--- src/design/assert_macros.svh ---
// Assertion macros shared by the oscillator bank RTL.
`ifndef ASSERT_MACROS_SVH
`define ASSERT_MACROS_SVH

// Same-cycle implication, sampled on aclk, off during reset.
`define AST_IMPL(lbl, ante, cons, msg) \
    lbl: assert property (@(posedge aclk) disable iff (!aresetn) (ante) |-> (cons)) \
        else $error(msg);

// Next-cycle implication, sampled on aclk, off during reset.
`define AST_NEXT(lbl, ante, cons, msg) \
    lbl: assert property (@(posedge aclk) disable iff (!aresetn) (ante) |=> (cons)) \
        else $error(msg);

`endif

--- src/design/wtam_pkg.sv ---
// Shared types, constants and microcode ROM for the wavetable AM oscillator bank.
package wtam_pkg;

    localparam int TABLE_DEPTH      = 16384;
    localparam int OSCILLATOR_COUNT = 8;
    localparam int PHASE_BITS       = 32;

    localparam int TblAw   = $clog2(TABLE_DEPTH);
    localparam int ScaledW = PHASE_BITS + $clog2(TABLE_DEPTH + 1);
    localparam int VoiceW  = (OSCILLATOR_COUNT > 1) ? $clog2(OSCILLATOR_COUNT) : 1;

    localparam int InAddrW   = 14;
    localparam int SampleW   = 24;
    localparam int AmpW      = 23;
    localparam int FacW      = 30;
    localparam int ProdW     = SampleW + FacW;
    localparam int AccW      = ProdW + $clog2(OSCILLATOR_COUNT) + 1;
    localparam int FracShift = 28;

    localparam logic [AmpW-1:0] AM_BIAS_RESET = 23'd83886;

    localparam longint unsigned SampleRateCenti = 64'd4410000;

    // operation codes
    localparam logic OP_WRITE = 1'b0;
    localparam logic OP_TICK  = 1'b1;

    typedef struct packed {
        logic                      operation;
        logic                      enable;
        logic [InAddrW-1:0]        table_address;
        logic signed [SampleW-1:0] table_value;
    } in_item_t;

    typedef struct packed {
        logic signed [SampleW-1:0] left_sample;
        logic signed [SampleW-1:0] right_sample;
    } out_item_t;

    // round(centi * 2^PHASE_BITS / 4410000), evaluated at elaboration
    function automatic logic [PHASE_BITS-1:0] phase_inc(input logic [15:0] centi);
        logic [63:0] num;
        num = (64'(centi) << PHASE_BITS) + (SampleRateCenti / 2);
        return PHASE_BITS'(num / SampleRateCenti);
    endfunction

    typedef logic [0:7][PHASE_BITS-1:0] inc_tab_t;

    localparam inc_tab_t CarIncTab = '{
        phase_inc(16'd3000),  phase_inc(16'd5500),  phase_inc(16'd8000),
        phase_inc(16'd11000), phase_inc(16'd14000), phase_inc(16'd16500),
        phase_inc(16'd18500), phase_inc(16'd19500)
    };

    localparam inc_tab_t ModIncTab = '{
        phase_inc(16'd1), phase_inc(16'd4), phase_inc(16'd2), phase_inc(16'd8),
        phase_inc(16'd1), phase_inc(16'd2), phase_inc(16'd4), phase_inc(16'd8)
    };

    // microcode
    localparam int UpcW = 3;

    localparam logic [UpcW-1:0] UPC_CAR0     = 3'd0;
    localparam logic [UpcW-1:0] UPC_MOD0     = 3'd1;
    localparam logic [UpcW-1:0] UPC_CAR      = 3'd2;
    localparam logic [UpcW-1:0] UPC_MOD      = 3'd3;
    localparam logic [UpcW-1:0] UPC_TAIL_FAC = 3'd4;
    localparam logic [UpcW-1:0] UPC_TAIL_MUL = 3'd5;
    localparam logic [UpcW-1:0] UPC_TAIL_ACC = 3'd6;
    localparam logic [UpcW-1:0] UPC_OUT      = 3'd7;

    typedef struct packed {
        logic            adv_car;    // step carrier phase, issue table read
        logic            adv_mod;    // step modulator phase, issue table read
        logic            lat_car;    // capture carrier word
        logic            lat_fac;    // capture modulator word + scaled offset
        logic            mul;        // product register
        logic            acc;        // add product into sum
        logic            clr;        // clear sum and product
        logic            inc_voice;
        logic            out_load;
        logic            branch;     // pick next step on last voice
        logic            done;
        logic            wait_out;   // hold until output slot frees
        logic [UpcW-1:0] tgt_taken;
        logic [UpcW-1:0] tgt_not;
    } ucw_t;

    function automatic ucw_t ucode(input logic [UpcW-1:0] upc);
        ucw_t w;
        w = '0;
        unique case (upc)
            UPC_CAR0: begin
                w.adv_car = 1'b1;
                w.clr     = 1'b1;
            end
            UPC_MOD0, UPC_MOD: begin
                w.adv_mod   = 1'b1;
                w.lat_car   = 1'b1;
                w.mul       = (upc == UPC_MOD);
                w.inc_voice = 1'b1;
                w.branch    = 1'b1;
                w.tgt_taken = UPC_TAIL_FAC;
                w.tgt_not   = UPC_CAR;
            end
            UPC_CAR: begin
                w.adv_car = 1'b1;
                w.lat_fac = 1'b1;
                w.acc     = 1'b1;
            end
            UPC_TAIL_FAC: begin
                w.lat_fac = 1'b1;
                w.acc     = 1'b1;
            end
            UPC_TAIL_MUL: begin
                w.mul = 1'b1;
            end
            UPC_TAIL_ACC: begin
                w.acc = 1'b1;
            end
            UPC_OUT: begin
                w.out_load = 1'b1;
                w.wait_out = 1'b1;
                w.done     = 1'b1;
            end
            default: begin
                w = '0;
            end
        endcase
        return w;
    endfunction

endpackage

--- src/design/wtam_dp.sv ---
// Datapath: phase accumulators, table index, AM multiply, mix, round and saturate.
module wtam_dp
    import wtam_pkg::*;
(
    input  logic              aclk,
    input  ucw_t              ucw_i,
    input  logic [VoiceW-1:0] voice_i,
    input  logic              clr_phase_i,
    input  logic [AmpW-1:0]   am_bias_i,
    input  logic [SampleW-1:0] rd_data_i,
    output logic [TblAw-1:0]  rd_addr_o,
    output out_item_t         result_o
);

    logic [PHASE_BITS-1:0]     car_phase_reg [OSCILLATOR_COUNT];
    logic [PHASE_BITS-1:0]     mod_phase_reg [OSCILLATOR_COUNT];
    logic [PHASE_BITS-1:0]     sel_phase, sel_inc, new_phase;
    logic [ScaledW-1:0]        scaled;
    logic signed [SampleW-1:0] car_reg;
    logic signed [FacW-1:0]    fac_reg, fac_next;
    logic signed [ProdW-1:0]   prod_reg;
    logic signed [AccW-1:0]    acc_reg;
    logic signed [AccW-1:0]    shifted;
    logic signed [SampleW-1:0] sample;
    out_item_t                 result_reg;

    // phase step and table index = phase * depth >> phase bits
    always_comb begin
        sel_phase = ucw_i.adv_car ? car_phase_reg[voice_i] : mod_phase_reg[voice_i];
        sel_inc   = ucw_i.adv_car ? CarIncTab[3'(voice_i)] : ModIncTab[3'(voice_i)];
        new_phase = sel_phase + sel_inc;
        scaled    = ScaledW'(new_phase) * ScaledW'(TABLE_DEPTH);
    end

    assign rd_addr_o = scaled[PHASE_BITS +: TblAw];

    // modulator word plus offset * 32
    assign fac_next = FacW'(signed'(rd_data_i)) + signed'({2'b00, am_bias_i, 5'b00000});

    always_ff @(posedge aclk) begin
        if (clr_phase_i) begin
            for (int i = 0; i < OSCILLATOR_COUNT; i++) begin
                car_phase_reg[i] <= '0;
                mod_phase_reg[i] <= '0;
            end
        end else if (ucw_i.adv_car) begin
            car_phase_reg[voice_i] <= new_phase;
        end else if (ucw_i.adv_mod) begin
            mod_phase_reg[voice_i] <= new_phase;
        end
    end

    always_ff @(posedge aclk) begin
        if (ucw_i.lat_car) begin
            car_reg <= signed'(rd_data_i);
        end
        if (ucw_i.lat_fac) begin
            fac_reg <= fac_next;
        end
        if (ucw_i.clr) begin
            prod_reg <= '0;
        end else if (ucw_i.mul) begin
            prod_reg <= car_reg * fac_reg;
        end
        if (ucw_i.clr) begin
            acc_reg <= '0;
        end else if (ucw_i.acc) begin
            acc_reg <= acc_reg + AccW'(prod_reg);
        end
    end

    // round half up at 2^-28, then clamp to 24 bits
    always_comb begin
        shifted = (acc_reg + (AccW'(1) <<< (FracShift - 1))) >>> FracShift;
        if ((&shifted[AccW-1:SampleW-1]) || !(|shifted[AccW-1:SampleW-1])) begin
            sample = shifted[SampleW-1:0];
        end else if (shifted[AccW-1]) begin
            sample = {1'b1, {(SampleW - 1){1'b0}}};
        end else begin
            sample = {1'b0, {(SampleW - 1){1'b1}}};
        end
    end

    always_ff @(posedge aclk) begin
        if (ucw_i.out_load) begin
            result_reg.left_sample  <= sample;
            result_reg.right_sample <= sample;
        end
    end

    assign result_o = result_reg;

endmodule

--- config.mk ---
export PLATFORM = sky130hd
export DESIGN_NAME = wtam_dp
export DESIGN_NICKNAME = d
export VERILOG_FILES = /design/src/design/assert_macros.svh /design/src/design/wtam_pkg.sv /design/src/design/wtam_dp.sv
export SDC_FILE = /design/constraint.sdc
export NUM_CORES = 2
export LEC_CHECK = 0
export ABC_AREA = 1
export CAP_MARGIN = 0
export CORE_ASPECT_RATIO = 1.25
export CORE_UTILIZATION = 41
export CTS_CLUSTER_DIAMETER = 80
export DETAILED_ROUTE_END_ITERATION = 8
export DONT_BUFFER_PORTS = 1
export PLACE_DENSITY = 0.65
export SYNTH_ARGS = -nofsm -noshare
export SYNTH_HDL_FRONTEND = slang
export SYNTH_SLANG_ARGS = --single-unit
--- constraint.sdc ---
create_clock -name aclk -period 11.3 [get_ports aclk]
set_input_delay 3.39 -clock aclk [delete_from_list [all_inputs] [get_ports aclk]]
set_output_delay 3.39 -clock aclk [all_outputs]
set_load 0.05 [all_outputs]
==> impl_metrics.yaml <==
status:
  outcome: "complete, no violations"
run:
  max-cap-violations: 0
sta:
  rsz0062_at_grt: "false"
  worstMarginPinSlew_ps: 1252
  setup_ws_ps: 513.5
  setup_viol: 0
  fin_crit_ps: 10790
  finalSetupTns_ps: 0
  timing.fmax_mhz: 92.71
  slew_headroom: 0.1595
  finalMaxSlewViolations: 0
  hold_slack_ps: 498.8
  finalCritPeriodShare: 0.9546
  finClkSkew_ps: 95.13
  hold_viol: 0
critical_path:
  critical_path_class: "primary input to output pin"
  cp.arrival_ps: 7400
  worstPathCellList: "inv_2 -> nand2_1 -> nor2_4 -> buf_4 -> nand2_1 -> nand4_1 -> a211oi_1 -> a21oi_1 -> ha_1 -> nand2_1 -> inv_1 -> a21boi_0 -> a21boi_1 -> o21ai_0 -> nand2_1 -> nand2_1 -> nand2_1 -> nand2_1 -> inv_1 -> buf_4"
  worstPathMaxFanout: 29
  reg2reg_setup_slack_ps: 3410
  start_kind: "primary input"
  critPathCaptureType: "output pin"
  slowest_delay_ps: 370
  rr_endpoint: "prod_reg[53]"
  cp_common_cell: "nand2_1"
  r2r-start: "car_reg[1]"
  cp_data_required_time_ps: 7910
  cp_slowest_cell: "nor2_4"
  reg2reg_depth: 26
clock_tree:
  htree_levels: 3
  root_buffer: "clkbuf_16"
  clock-sinks: 702
  cts_setup_buffers: 0
  cts_resized: 0
  cts_hold_buf: 0
  clk_pin_slew_worst_paths_ps: 70
  clk_path_buf_depth: 3
  cts_buffers: 76
  worstSkewPairLatency_ps: 720
  tritoncts: "built"
synth:
  synth-main-ff-cell: "edfxtp_1"
  yosys-mux-area-fraction: 0
  ys_seq_elements: 702
  synth_seq_area_share: 0.3099
  synthAdderAreaFrac: 0.2812
  ys_warn_count: 0
  syn_inst: 7910
  synth_edf_count: 590
  yosys-top-cells-area: "edfxtp_1 28%, fa_1 23%, nand2_1 12%"
  synthArstFlopShare: 0
  avgSynthCellArea_um2: 8.141
  synth_simple_gate_area_frac: 0.2113
  synth_top_cell_by_area: "edfxtp_1"
  synth_top_family_by_area: "adder cells"
  yosysMostFrequentCell: "nand2_1"
  synth_compound_area_frac: 0.06377
  syn_nets: 8982
  yosysUniqueCellTypes: 54
  synthTopCellsByCount: "2026 x nand2_1, 1580 x inv_1, 1038 x nor2_1"
  syn_area_um2: 64400
  synth_top_area_frac: 0.2751
  synthXorXnorAreaFrac: 0.01613
min_path:
  holdPathStages: 2
  worstHoldPathType: "flip-flop to flip-flop"
  hp-start: "acc_reg[23]"
  min_to: "acc_reg[23]"
detailed_routing:
  wl_um: 201800
  num_vias: 52165
  first_pass_iters: 7
  route.detailed.wl_per_inst_um: 20.41
  drtAntennaViolNets: 0
  drc_errors: 0
  routed_via_density: 5.277
  first_iter_violations: 4156
placement:
  place_ws_ps: 614.3
  io_buffers: 0
  dpl_cell_area_um2: 66730
  gp_congestion: 0.9650
  dp_hpwl_um: 142600
grt:
  grt_usage: 0.2585
  grt_max_degree: 94
  overflow: 0
  antenna_found_initial: 0
  grt_pass1_vias: 54789
  grt_pass1_wl_um: 311700
final_layout:
  diodes: 0
  final_area_um2: 69280
  num-fill-cells: 15356
  final_layout_size_suffix_gt1_frac: 0.04479
  area_delta_synth_final_pct: 7.575
  final_nets: 8846
floorplan:
  dieArea_um2: 158700
  num_rows: 162
  dieWidth_um: 356.5
  start_util: 0.4132
  num_io_pins: 132
  coreArea_um2: 155900
  fp.dieH_um: 445.1
worst max-delay path: cells and delay by family:
kind	cells	cell delay, ps
adder cells (fa/ha/maj)	1	370
AND/OR/NAND/NOR	9	1320
buffers and inverters	5	1150
AO/OA/AOI/OAI	5	1130
how the worst max path moves through the flow:
stage / from / to / slack [ps]
final: voice_i[1] / rd_addr_o[1] / 510
after global placement: voice_i[1] / rd_addr_o[1] / 630
after CTS: voice_i[1] / rd_addr_o[1] / 590
after floorplan: voice_i[1] / rd_addr_o[4] / 1120
after detailed placement: voice_i[1] / rd_addr_o[1] / 610
after global routing: voice_i[1] / rd_addr_o[10] / 240
final cells by class:
class / instances / area [µm²] / area share
multi-input combinational: 5253 / 36990 / 0.5340
sequential: 702 / 19960 / 0.2881
inverter: 1594 / 5983 / 0.08637
tap: 2050 / 2565 / 0.03702
clock buffer: 96 / 2018 / 0.02913
timing repair buffer: 147 / 1229 / 0.01774
clock inverter: 44 / 531.8 / 0.007676
routing by layer:
metal,routed length (µm),track usage,vias up
li1,-,-,23894
met1,73750,0.2976,25541
met2,102500,0.4643,2118
met3,14920,0.03722,612
met4,10650,0.1283,0
met5,0,0,-
cell families after synthesis:
kind of cell / count (synthesis)
AND/OR/NAND/NOR: 3448
XOR/XNOR: 116
AO/OA/AOI/OAI: 687
adder cells (fa/ha/maj): 1002
buffers and inverters: 1955
flip-flops: 702
placed cells by master (no fill, tap or decap), types with 78 or more instances in the layout:
cell type  instances
edfxtp_1         590
fa_1             742
ha_1             260
nand4_1           85
buf_4            137
dfxtp_1          112
inv_1           1580
o21ai_0          183
nand2_1         1995
xor2_1            78
nand3_1          202
a21oi_1          277
nor2_1          1035
per-stage QoR:
| step | util | instances |
|---|---|---|
| floorplan | - | 7910 |
| global placement | 0.4281 | 9746 |
| detailed placement | 0.4281 | 9746 |
| CTS | 0.4445 | 9886 |
| global route | 0.4445 | 9886 |
| finish | 0.4445 | 9886 |
Power is left out: the tool's default activity adds up to more than one toggle a clock period on the data nets, which glitch-free logic cannot reach.
